**src/hdl/assert_macros.svh**
```systemverilog
// Assertion macros shared by the smoother RTL.
`ifndef ASSERT_MACROS_SVH
`define ASSERT_MACROS_SVH

// Checks that a condition implies a consequence in the same cycle.
`define ASSERT_IMPLIES(label, clk, rst, ante, cons) \
   label: assert property (@(posedge clk) disable iff (rst) (ante) |-> (cons)) \
      else $error("same-cycle implication check failed");

// Checks that a condition implies a consequence in the next cycle.
`define ASSERT_NEXT(label, clk, rst, ante, cons) \
   label: assert property (@(posedge clk) disable iff (rst) (ante) |=> (cons)) \
      else $error("next-cycle implication check failed");

`endif

```
**src/hdl/wsas_pkg.sv**
```systemverilog
// Types and constants shared by the windowed speed adaptive smoother.
package wsas_pkg;

   localparam int WINDOW_DEPTH_DEFAULT = 64;
   localparam int QUEUE_DEPTH = 2;
   localparam int POS_W = 24;
   localparam int TIME_W = 32;
   localparam int STEP_W = 25;
   localparam int CFG_W = 32;
   localparam int CSR_INDEX_W = 2;
   localparam int SQRT_STEPS = 25;
   localparam int DIV_NUM_W = 64;
   localparam int DIV_DEN_W = 32;

   localparam logic [CFG_W-1:0] TIMEOUT_RESET = 32'd50000;
   localparam logic [CFG_W-1:0] FLOOR_RESET = 32'd0;
   localparam logic [CFG_W-1:0] CEILING_RESET = 32'd65536;

   typedef enum logic [CSR_INDEX_W-1:0] {
      CSR_WINDOW_TIMEOUT = 2'd0,
      CSR_SLOW_LIMIT = 2'd1,
      CSR_FAST_LIMIT = 2'd2
   } csr_index_type;

   typedef struct packed {
      logic [CFG_W-1:0] window_timeout;
      logic [CFG_W-1:0] slow_limit;
      logic [CFG_W-1:0] fast_limit;
   } cfg_type;

   typedef struct packed {
      logic stroke_start;
      logic signed [POS_W-1:0] pos_x;
      logic signed [POS_W-1:0] pos_y;
      logic [TIME_W-1:0] sample_time;
   } item_type;

   typedef struct packed {
      logic signed [POS_W-1:0] pos_x;
      logic signed [POS_W-1:0] pos_y;
      logic [TIME_W-1:0] sample_time;
      logic [TIME_W-1:0] gap;
      logic [STEP_W-1:0] step_length;
   } entry_type;

endpackage

```
**src/hdl/wsas_front.sv**
```systemverilog
// Input queue that takes request beats and hands them to the sequencer.
module wsas_front (
   input logic clock,
   input logic reset,
   input logic req_valid,
   output logic req_stall,
   input logic req_stroke_start,
   input logic signed [wsas_pkg::POS_W-1:0] req_pos_x,
   input logic signed [wsas_pkg::POS_W-1:0] req_pos_y,
   input logic [wsas_pkg::TIME_W-1:0] req_sample_time,
   output logic q_valid,
   output wsas_pkg::item_type q_item,
   input logic q_pop
);
   import wsas_pkg::*;

   localparam int PTR_W = (QUEUE_DEPTH > 1) ? $clog2(QUEUE_DEPTH) : 1;
   localparam int FILL_W = $clog2(QUEUE_DEPTH + 1);

   item_type slot_ff [QUEUE_DEPTH];
   logic [PTR_W-1:0] wptr_ff, wptr_in;
   logic [PTR_W-1:0] rptr_ff, rptr_in;
   logic [FILL_W-1:0] fill_ff, fill_in;
   logic push;
   item_type beat;

   assign req_stall = (fill_ff == FILL_W'(QUEUE_DEPTH));
   assign push = req_valid && !req_stall;
   assign q_valid = (fill_ff != '0);
   assign q_item = slot_ff[rptr_ff];

   always_comb begin
      beat.stroke_start = req_stroke_start;
      beat.pos_x = req_pos_x;
      beat.pos_y = req_pos_y;
      beat.sample_time = req_sample_time;
   end

   always_comb begin
      wptr_in = wptr_ff;
      rptr_in = rptr_ff;
      fill_in = fill_ff;
      if (push) begin
         wptr_in = (wptr_ff == PTR_W'(QUEUE_DEPTH - 1)) ? '0 : wptr_ff + 1'b1;
      end
      if (q_pop) begin
         rptr_in = (rptr_ff == PTR_W'(QUEUE_DEPTH - 1)) ? '0 : rptr_ff + 1'b1;
      end
      if (push && !q_pop) begin
         fill_in = fill_ff + 1'b1;
      end else if (!push && q_pop) begin
         fill_in = fill_ff - 1'b1;
      end
   end

   always_ff @(posedge clock) begin
      if (reset) begin
         wptr_ff <= '0;
         rptr_ff <= '0;
         fill_ff <= '0;
      end else begin
         wptr_ff <= wptr_in;
         rptr_ff <= rptr_in;
         fill_ff <= fill_in;
      end
   end

   always_ff @(posedge clock) begin
      if (push) begin
         slot_ff[wptr_ff] <= beat;
      end
   end
endmodule

```
**config.mk**
```make
export PLATFORM = sky130hd
export DESIGN_NAME = wsas_front
export DESIGN_NICKNAME = d
export VERILOG_FILES = /design/src/hdl/assert_macros.svh /design/src/hdl/wsas_pkg.sv /design/src/hdl/wsas_front.sv
export SDC_FILE = /design/constraint.sdc
export NUM_CORES = 1
export LEC_CHECK = 0
export ABC_AREA = 0
export BUFFER_PORTS_ARGS = -buffer_cell sky130_fd_sc_hd__buf_4
export CAP_MARGIN = 0
export CELL_PAD_IN_SITES_DETAIL_PLACEMENT = 1
export CELL_PAD_IN_SITES_GLOBAL_PLACEMENT = 1
export CORE_UTILIZATION = 40
export CTS_BUF_LIST = sky130_fd_sc_hd__clkbuf_2
export DETAILED_ROUTE_END_ITERATION = 8
export GPL_TIMING_DRIVEN = 0
export MAX_ROUTING_LAYER = met4
export PLACE_DENSITY_LB_ADDON = 0.1
export SLEW_MARGIN = 20
export SYNTH_ARGS = -nofsm -noshare
export SYNTH_HDL_FRONTEND = slang
export SYNTH_SLANG_ARGS = --single-unit
```
**constraint.sdc**
```tcl
create_clock -name clock -period 4.35 [get_ports clock]
set_input_delay 0.6525 -clock clock [delete_from_list [all_inputs] [get_ports clock]]
set_output_delay 0.6525 -clock clock [all_outputs]
set_load 0.1 [all_outputs]
```
==> flow_metrics.tcl, run 1 <==
set metrics [dict create \
    syn_nets 363 \
    relSlewSlack 0.595 \
    synth_common_cells "edfxtp_1 (162), mux2_2 (81), buf_6 (8), dfxtp_1 (5), nor2_1 (4)" \
    synth_area_leaders "edfxtp_1 (80%), mux2_2 (15%), dfxtp_1 (1.6%)" \
    synthCells 277 \
    clock_latency_ps 690 \
    start_kind "flip-flop" \
    grt_start_max_net_pins 45 \
    ir_worst_vdd_mv 0.242 \
    min_period_over_period 0.622 \
    cts_buffers 17 \
    violations "design-rule violations" \
    route.detailed.drc 11 \
    cp-end-kind "output port" \
    die_h_um 125 \
    cp_slowest_stage_delay_ps 360 \
    async_flop_share 0 \
    cts_sinks 167 \
    min_from "req_pos_x[2]" \
    cts_setup_buffers 0 \
    yosysTopAreaCell "edfxtp_1" \
    initial_core_util 0.415 \
    holdPathEnd "slot_ff[1][58]$_DFFE_PP_" \
    grt_pass1_vias 3516 \
    synth_edf_count 162 \
    cts_tree "done" \
    reg2reg_depth 4 \
    postSynthAreaPerCell_um2 22.0 \
    synth_seq_cells 167 \
    wire_per_inst_um 17.1 \
    vias 3369 \
    drt_pass1_iterations 6 \
    regToRegEndpoint "slot_ff[0][40]$_DFFE_PP_" \
    synthFlopType "edfxtp_1" \
    h-tree-depth 4 \
    num_io_pins 168 \
    detail-route-antenna-nets 0 \
    hold_path_depth 1 \
    fin_tns_setup_ps 0 \
    drive_gt1_frac 0.546 \
    hpwl_mm 7.73 \
    path_max_fanout 10 \
    fp.dieW_um 125 \
    diodes 0 \
    p_per_area_nw_per_um2 507 \
    cp.arrival_ps 2050 \
    holdWs_ps 126 \
    finClkSkew_ps 15.6 \
    reg2reg_setup_slack_ps 2340 \
    root_buffer "clkbuf_2" \
    finalPower_mw 4.30 \
    grt_overflow 0 \
    finalMaxSlewViolations 0 \
    slowest_stage "mux2_2" \
    track_usage 0.164 \
    status "finished, violations left" \
    nets 612 \
    cap_violations 0 \
    synth-seq-area-share 0.815 \
    drtIter0Drc 226 \
    ys_warn_count 0 \
    cts.clk_slew.worst_paths_ps 220 \
    netlist_area_um2 6090 \
    antenna_found_initial 0 \
    clock_path_buffers 2 \
    rows 44 \
    path_class "flip-flop to output port" \
    final-setup-viol-count 0 \
    rr_startpoint "fill_ff[1]$_SDFFE_PP0P_" \
    area_growth_syn_to_layout_pct 39.3 \
    fin_crit_ps 2700 \
    grt_pass1_wl_mm 18.3 \
    crit_top_cell "buf_4" \
    core-area_um2 14700 \
    gp_congestion 0.654 \
    report.final.hold_viol_count 0 \
    ys_types 16 \
    vias_per_cell 4.67 \
    cp.required_ps 3700 \
    portBuffers 167 \
    synth.most_common_cell "edfxtp_1" \
    total_leakage_power_nw 3.20 \
    fmax_ghz 0.370 \
    min_path_type "input pin to flip-flop" \
    worstPathCellList "buf_4 -> buf_6 -> mux2_2 -> buf_4" \
    rsz0062_at_grt "false" \
    fp.dieArea_um2 15700 \
    cts-resized-gates 0 \
    synth_top_area_frac 0.798 \
    tightest_slew_ps 608 \
    finalWirelength_mm 12.3 \
]
==> metal layers <==
layer / share of wire / vias to the layer above / GRT usage
met1: 0.42 / 1667 / 0.184
met3: 0.065 / 10 / 0.0702
met4: 0.010 / 0 / 0.0581
met5: 0 / - / -
li1: - / 1582 / -
met2: 0.51 / 110 / 0.262
==> sequential cells by signal, indices dropped and copies added (netlist names), named ones only <==
| name | count |
|---|---|
| wptr_ff | 1 |
| fill_ff | 2 |
| slot_ff | 162 |
| rptr_ff | 1 |
==> how the worst max path moves through the flow <==
stage                                    end               startpoint  depth (start not counted)  slack [ps]
finish                            q_item[50]                flip-flop                          4        1650
global route                      q_item[50]                flip-flop                          4        1430
CTS                               q_item[50]                flip-flop                          4        1520
detailed placement  slot_ff[0][11]$_DFFE_PP_                req_valid                          5        2010
global placement    slot_ff[1][37]$_DFFE_PP_                req_valid                          4        -170
floorplan            slot_ff[1][0]$_DFFE_PP_  fill_ff[1]$_SDFFE_PP0P_                          3        1160
==> metrics by stage <==
stage / utilization / worst slack (ps) / instances / cell area (µm²)
after floorplan: - / 1160 / 277 / 6090
after global placement: 0.515 / -175 / 628 / 7580
after detailed placement: 0.520 / 2010 / 630 / 7640
after CTS: 0.536 / 1520 / 661 / 7880
after global routing: 0.577 / 1430 / 722 / 8490
final: 0.577 / 1650 / 722 / 8490
==> cell families after synthesis <==
family          synth area share
buf+inv                   0.0179
xor+xnor                 0.00431
fa+ha+maj                0.00205
flops                      0.815
compound gates           0.00329
mux                        0.150
simple gates             0.00801
==> timing repair <==
| action | 4_1_cts | 5_1_grt |
|---|---|---|
| hold endpoints to repair | 0 | 111 |
| hold buffers | 0 | 61 |
| endpoints found under the setup margin | 0 | 0 |
==> report_power, final <==
group          total, mW  switching [mW]  internal, mW
clock network      0.828           0.503         0.325
registers           1.98          0.0379          1.95
logic               1.49            1.12         0.374
total               4.30            1.66          2.65
==> cells in the final DEF, fill, tap and decap left out <==
cell type        n
buf_16           2
clkbuf_2        22
mux2_2          81
a21oi_1          2
nor2b_2          1
clkinvlp_4       3
clkinv_2         3
buf_4          168
and2_4           1
inv_1            2
nor2_1           4
edfxtp_1       162
dlygate4sd3_1   61
bufinv_16        3
o21ai_0          2
xor2_1           2
ha_1             1
buf_6            8
dfxtp_1          5
xnor2_1          1
or2_2            1
inv_4            1
or3_1            2
==> worst max-delay path, delay by kind of cell (launching register included) <==
kind | cells | cell delay [ps]
muxes | 1 | 360
DFF | 1 | 350
buffers and inverters | 3 | 640
==> area by class of cell <==
class                   count  area, µm²
inverters                   3       13.8
clock buffers              22        110
repair buffers            230       1920
multi-input cells          98       1020
flip-flops and latches    167       4960
fillers                  1365       6210
plain buffers               9       97.6
well taps                 184        230
clock inverters             9        128
Power figures use the tool's default switching activity.
==> run 2: changes to the inputs <==
- ABC_AREA: 0 -> 1
- clock period: 4.35 -> 2.5 ns (I/O delays scaled with it)
==> run 2 against run 1 <==
The run now ends clean. Flip-flop and latch count stayed put. Register-to-register slack got worse by 1600 ps. Clock skew is 5.8 ps higher. Global-route usage grew 0.58 points. Design area grew 11%. Clock-buffer cell count decreased by 2. Synthesized cell count grew 3.6%. Largest cell class unchanged.
==> flow_metrics.tcl, run 2 <==
set metrics [dict create \
    status "complete, no violations" \
    synth_seq_cells 167 \
    path_class "flip-flop to output port" \
    h-tree-depth 4 \
    clock_latency_ps 690 \
    cts.clk_slew.worst_paths_ps 220 \
    synthCells 287 \
    worstPathCellList "buf_12 -> buf_12 -> mux2_4 -> buf_4" \
    post_dp_cell_area_um2 8250 \
    postSynthAreaPerCell_um2 22.6 \
    finalMaxSlewViolations 0 \
    netlist_area_um2 6490 \
    core-area_um2 15900 \
    final-setup-viol-count 0 \
    relSlewSlack 0.659 \
    wl_met3_um 848 \
    gp_congestion 0.682 \
    cts_buffers 17 \
    area_growth_syn_to_layout_pct 45.0 \
    top_register "slot_ff" \
    synthFlopType "edfxtp_1" \
    yosysTopAreaCell "edfxtp_1" \
    synth_top_area_frac 0.750 \
    ir_worst_vdd_mv 0.363 \
    final_common_cell "edfxtp_1" \
    num_io_pins 168 \
    fill_cells 1435 \
    synth_area_leaders "edfxtp_1 (75%), mux2_4 (19%), buf_12 (2.5%)" \
    finalPower_mw 7.36 \
    crit_top_cell "buf_12" \
    synth-seq-area-share 0.765 \
    fp.dieArea_um2 16700 \
    cp.required_ps 2120 \
    path_delay_family "buffers and inverters" \
    cap_violations 0 \
    reg2reg_setup_slack_ps 770 \
    dr.max_layer_used "met4" \
    p_per_area_nw_per_um2 782 \
    hpwl_mm 8.56 \
    fmax_ghz 0.429 \
    tightest_slew_ps 511 \
    cp_num_buf_inv 3 \
    rows 46 \
    slowest_stage "dfxtp_2" \
    finalWirelength_mm 13.4 \
    min_path_type "input pin to flip-flop" \
    portBuffers 167 \
    fp.dieW_um 129 \
    start_kind "flip-flop" \
    die_h_um 129 \
    synth_common_cells "edfxtp_1 (162), mux2_4 (80), inv_1 (9), buf_12 (8), nor2_1 (8)" \
    ys_warn_count 0 \
    grt_pass1_vias 3815 \
    min_period_over_period 0.933 \
    initial_core_util 0.408 \
    met1_length_mm 5.00 \
    vias 3524 \
    synth.most_common_cell "edfxtp_1" \
    vias_per_cell 4.43 \
    synth_edf_count 162 \
    grt_overflow 0 \
    root_buffer "clkbuf_2" \
    fin_area_um2 9410 \
    grt_pass1_wl_mm 19.7 \
    track_usage 0.170 \
    grt_start_max_net_pins 22 \
    largest_reg_flops 162 \
    path_max_fanout 10 \
    fin_crit_ps 2330 \
    cts_sinks 167 \
    antenna_found_initial 1 \
    wire_per_inst_um 16.9 \
    cts_tree "done" \
    syn_nets 373 \
    cp.arrival_ps 1960 \
    detail-route-antenna-nets 0 \
    route.detailed.drc 0 \
    most-common-layout-cells "edfxtp_1 (162), buf_4 (146), dlygate4sd3_1 (84)" \
    async_flop_share 0 \
    drive_gt1_frac 0.519 \
    nets 651 \
    total_leakage_power_nw 3.73 \
    wl_met2_mm 7.39 \
    finClkSkew_ps 21.4 \
    cp-end-kind "output port" \
    clock_path_buffers 2 \
    ys_types 16 \
    cp_slowest_stage_delay_ps 390 \
    drtIter0Drc 135 \
    largest_registers "slot_ff: 162 flops, fill_ff: 2 flops" \
    drt_pass1_iterations 4 \
    report.final.hold_viol_count 0 \
]
[run 2: cells by family after synthesis]
logic type,count (synthesis),synth area share
flip-flops,167,0.765
adder cells (fa/ha/maj),1,0.00193
multiplexers,81,0.187
XOR/XNOR,1,0.00135
buffers and inverters,18,0.0316
AO/OA/AOI/OAI,4,0.00366
AND/OR/NAND/NOR,15,0.00926
[run 2: repair_timing]
action | CTS | global route
buffers inserted | 0 | 0
resized for setup | 2 | 22
pin swaps | 0 | 0
hold buffers | 84 | 0
hold endpoints to repair | 167 | 0
cloned | 0 | 0
setup endpoints to repair | 80 | 80
[run 2: cell type report]
| class | count | area, µm² | share of cell area |
|---|---|---|---|
| antenna | 1 | 2.50 | 0.000266 |
| clock inverter | 12 | 130 | 0.0138 |
| tap | 216 | 270 | 0.0287 |
| sequential | 167 | 4970 | 0.528 |
| multi-input combinational | 102 | 1330 | 0.142 |
| inverter | 9 | 33.8 | 0.00359 |
| clock buffer | 20 | 100 | 0.0106 |
| buffer | 9 | 180 | 0.0191 |
| timing repair buffer | 259 | 2390 | 0.254 |
[run 2: report_power, final]
group / total, mW / switching [mW] / internal [mW]
registers: 3.39 / 0.0611 / 3.33
logic: 2.59 / 1.77 / 0.827
clock network: 1.38 / 0.912 / 0.465
[run 2: routing by layer]
| layer | vias to the layer above | GRT usage |
|---|---|---|
| li1 | 1664 | - |
| met1 | 1740 | 0.175 |
| met2 | 107 | 0.298 |
| met3 | 13 | 0.0566 |
| met4 | 0 | 0.0664 |
| met5 | - | - |
[run 2: worst register-to-register path: cells and delay by family (launching register included)]
kind / cells / cell delay (ps)
buffers and inverters: 3 / 540
flip-flops: 1 / 360
AO/OA/AOI/OAI: 1 / 130
AND/OR/NAND/NOR: 1 / 430
[run 2: per-stage QoR]
step / hold WS [ps] / std cells / TNS, ps / worst slack, ps / util
6_report: 89.0 / 795 / 0 / 167 / 0.592
5_1_grt: 49.0 / 795 / -1.38 / -1.37 / 0.592
3_3_place_gp: 498 / 670 / -306250 / -1900 / 0.505
4_1_cts: 5.43 / 794 / 0 / 1.45 / 0.587
3_5_place_dp: 541 / 678 / 0 / 738 / 0.519
2_1_floorplan: 447 / 287 / -83560 / -516 / -
[run 2: worst paths after layout]
path	from	end	cells past startpoint
worst max register to register	fill_ff[1]$_SDFFE_PP0P_	slot_ff[0][29]$_DFFE_PP_	5
worst min register to register	wptr_ff$_SDFFE_PP0N_	wptr_ff$_SDFFE_PP0N_	2
worst min-delay path	req_valid	wptr_ff$_SDFFE_PP0N_	4
worst max-delay path	flip-flop	q_item[25]	4
==> run 3: changes to the inputs <==
- ABC_AREA: 1 -> default
==> run 3 against run 2 <==
The flow now finishes with violations (design-rule violations). Core utilization is 0.62 points higher. Maximum frequency is 0.15% higher. Routed wire length is 5.5% lower. First-iteration DRC count is 18% higher. Clock skew is 1.6 ps lower. Via count is 1.4% lower. Clock-buffer cell count is 1 lower. Critical endpoint is now q_item[77]. Highest routed layer unchanged.
==> flow_metrics.tcl, run 3 (synthesized netlist as in run 1, its figures left out) <==
set metrics [dict create \
    h-tree-depth 4 \
    grt_pass1_wl_mm 20.3 \
    finClkSkew_ps 19.8 \
    violations "design-rule violations" \
    drt_pass1_iterations 8 \
    power.switching_mw 2.89 \
    area_growth_syn_to_layout_pct 44.4 \
    p_per_area_nw_per_um2 846 \
    path_class "flip-flop to output port" \
    vias_per_cell 4.67 \
    start_kind "flip-flop" \
    fp.dieW_um 125 \
    wl_met2_mm 6.77 \
    clock_path_buffers 2 \
    cts_sinks 167 \
    tightest_slew_ps 701 \
    finalWirelength_mm 12.7 \
    gp_congestion 0.712 \
    cp.required_ps 2120 \
    min_period_over_period 0.932 \
    diodes 0 \
    finalMaxSlewViolations 0 \
    p_comb_frac 0.361 \
    vias 3476 \
    rsz0062_at_grt "false" \
    portBuffers 167 \
    fin_tns_setup_ps 0 \
    cp-end-kind "output port" \
    clkPwrFrac 0.174 \
    total_leakage_power_nw 3.31 \
    antenna_found_initial 0 \
    relSlewSlack 0.531 \
    path_delay_family "buffers and inverters" \
    cp_slowest_stage_delay_ps 380 \
    initial_core_util 0.415 \
    dr.max_layer_used "met4" \
    root_buffer "clkbuf_2" \
    detail-route-antenna-nets 0 \
    p_seq_frac 0.465 \
    route.detailed.drc 8 \
    hpwl_mm 7.89 \
    track_usage 0.178 \
    fin_crit_ps 2330 \
    core-area_um2 14700 \
    fp.dieArea_um2 15700 \
    top_register "slot_ff" \
    grt_overflow 0 \
    report.final.hold_viol_count 0 \
    cap_violations 0 \
    status "finished, violations left" \
    clock_latency_ps 680 \
    fmax_ghz 0.429 \
    cp.arrival_ps 1950 \
    nets 636 \
    fin_area_um2 8800 \
    drive_gt1_frac 0.526 \
    final_common_cell "edfxtp_1" \
    rows 44 \
    largest_reg_flops 162 \
    worstPathCellList "buf_8 -> buf_6 -> mux2_2 -> buf_4" \
    drtIter0Drc 159 \
    grt_pass1_vias 4005 \
    post_dp_cell_area_um2 7660 \
    path_max_fanout 10 \
    intPower_mw 4.55 \
    cp_num_buf_inv 3 \
    min_path_type "input pin to flip-flop" \
    most-common-layout-cells "edfxtp_1 (162), buf_4 (147), dlygate4sd3_1 (84)" \
    cts_tree "done" \
    cts.clk_slew.worst_paths_ps 210 \
    slowest_stage "dfxtp_2" \
    final-setup-viol-count 0 \
    num_io_pins 168 \
    ir_worst_vdd_mv 0.434 \
    die_h_um 125 \
    largest_registers "slot_ff: 162 flops, fill_ff: 2 flops" \
    grt_start_max_net_pins 47 \
    wire_per_inst_um 17.0 \
    met1_length_mm 5.06 \
    cts_setup_buffers 0 \
    p_sw_frac 0.388 \
    cts_buffers 17 \
    wl_met3_um 748 \
]
==> run 3: worst paths after layout <==
check | start | endpoint | depth (start not counted) | slack, ps
setup reg to reg | fill_ff[1]$_SDFFE_PP0P_ | slot_ff[0][4]$_DFFE_PP_ | 4 | 540
hold / removal | req_sample_time[24] | slot_ff[0][24]$_DFFE_PP_ | 2 | 410
setup / recovery | flip-flop | q_item[77] | 4 | 170
hold reg to reg | wptr_ff$_SDFFE_PP0N_ | wptr_ff$_SDFFE_PP0N_ | 2 | 520
==> run 3: layer usage <==
layer,vias up,global-route usage
met5,-,-
met4,0,0.0516
met3,7,0.0595
met2,106,0.310
met1,1729,0.191
li1,1634,-
==> run 3: final cells by class <==
class,count,area [µm²]
Fill cell,1345,5900
Sequential cell,167,4970
Timing Repair Buffer,254,2240
Multi-Input combinational cell,98,1030
Tap cell,184,230
Clock inverter,11,110
Buffer,9,109
Clock buffer,19,95.1
Inverter,3,15.0
==> run 3: worst reg2reg max path: cells and delay by family, from the launching register on <==
kind / cells / cell delay (ps)
buf+inv: 2 / 800
simple gates: 2 / 510
flops: 1 / 370
==> run 3: timing repair <==
action / in CTS / in global routing
endpoints found under the hold margin: 167 / 0
hold buffers: 84 / 0
endpoints found under the setup margin: 80 / 64
gates resized for setup: 4 / 20
==> run 3: power by group through the flow <==
stage	logic, mW	clock network [mW]	registers, mW
detailed placement	2.55	0	3.52
global placement	2.49	0	3.52
finish	2.68	1.30	3.46
CTS	2.67	1.36	3.46
global route	2.78	1.46	3.49
floorplan	1.98	0	3.51
==> run 3: metrics by stage <==
| step | hold WS [ps] | setup slack (ps) | total power [mW] | utilization | std cells |
|---|---|---|---|---|---|
| floorplan | 437 | -188 | 5.49 | - | 277 |
| global placement | 469 | -557 | 6.01 | 0.517 | 628 |
| detailed placement | 497 | 479 | 6.07 | 0.521 | 631 |
| CTS | 294 | 4.28 | 7.49 | 0.594 | 745 |
| global route | 292 | 6.95 | 7.72 | 0.598 | 745 |
| finish | 407 | 171 | 7.44 | 0.598 | 745 |
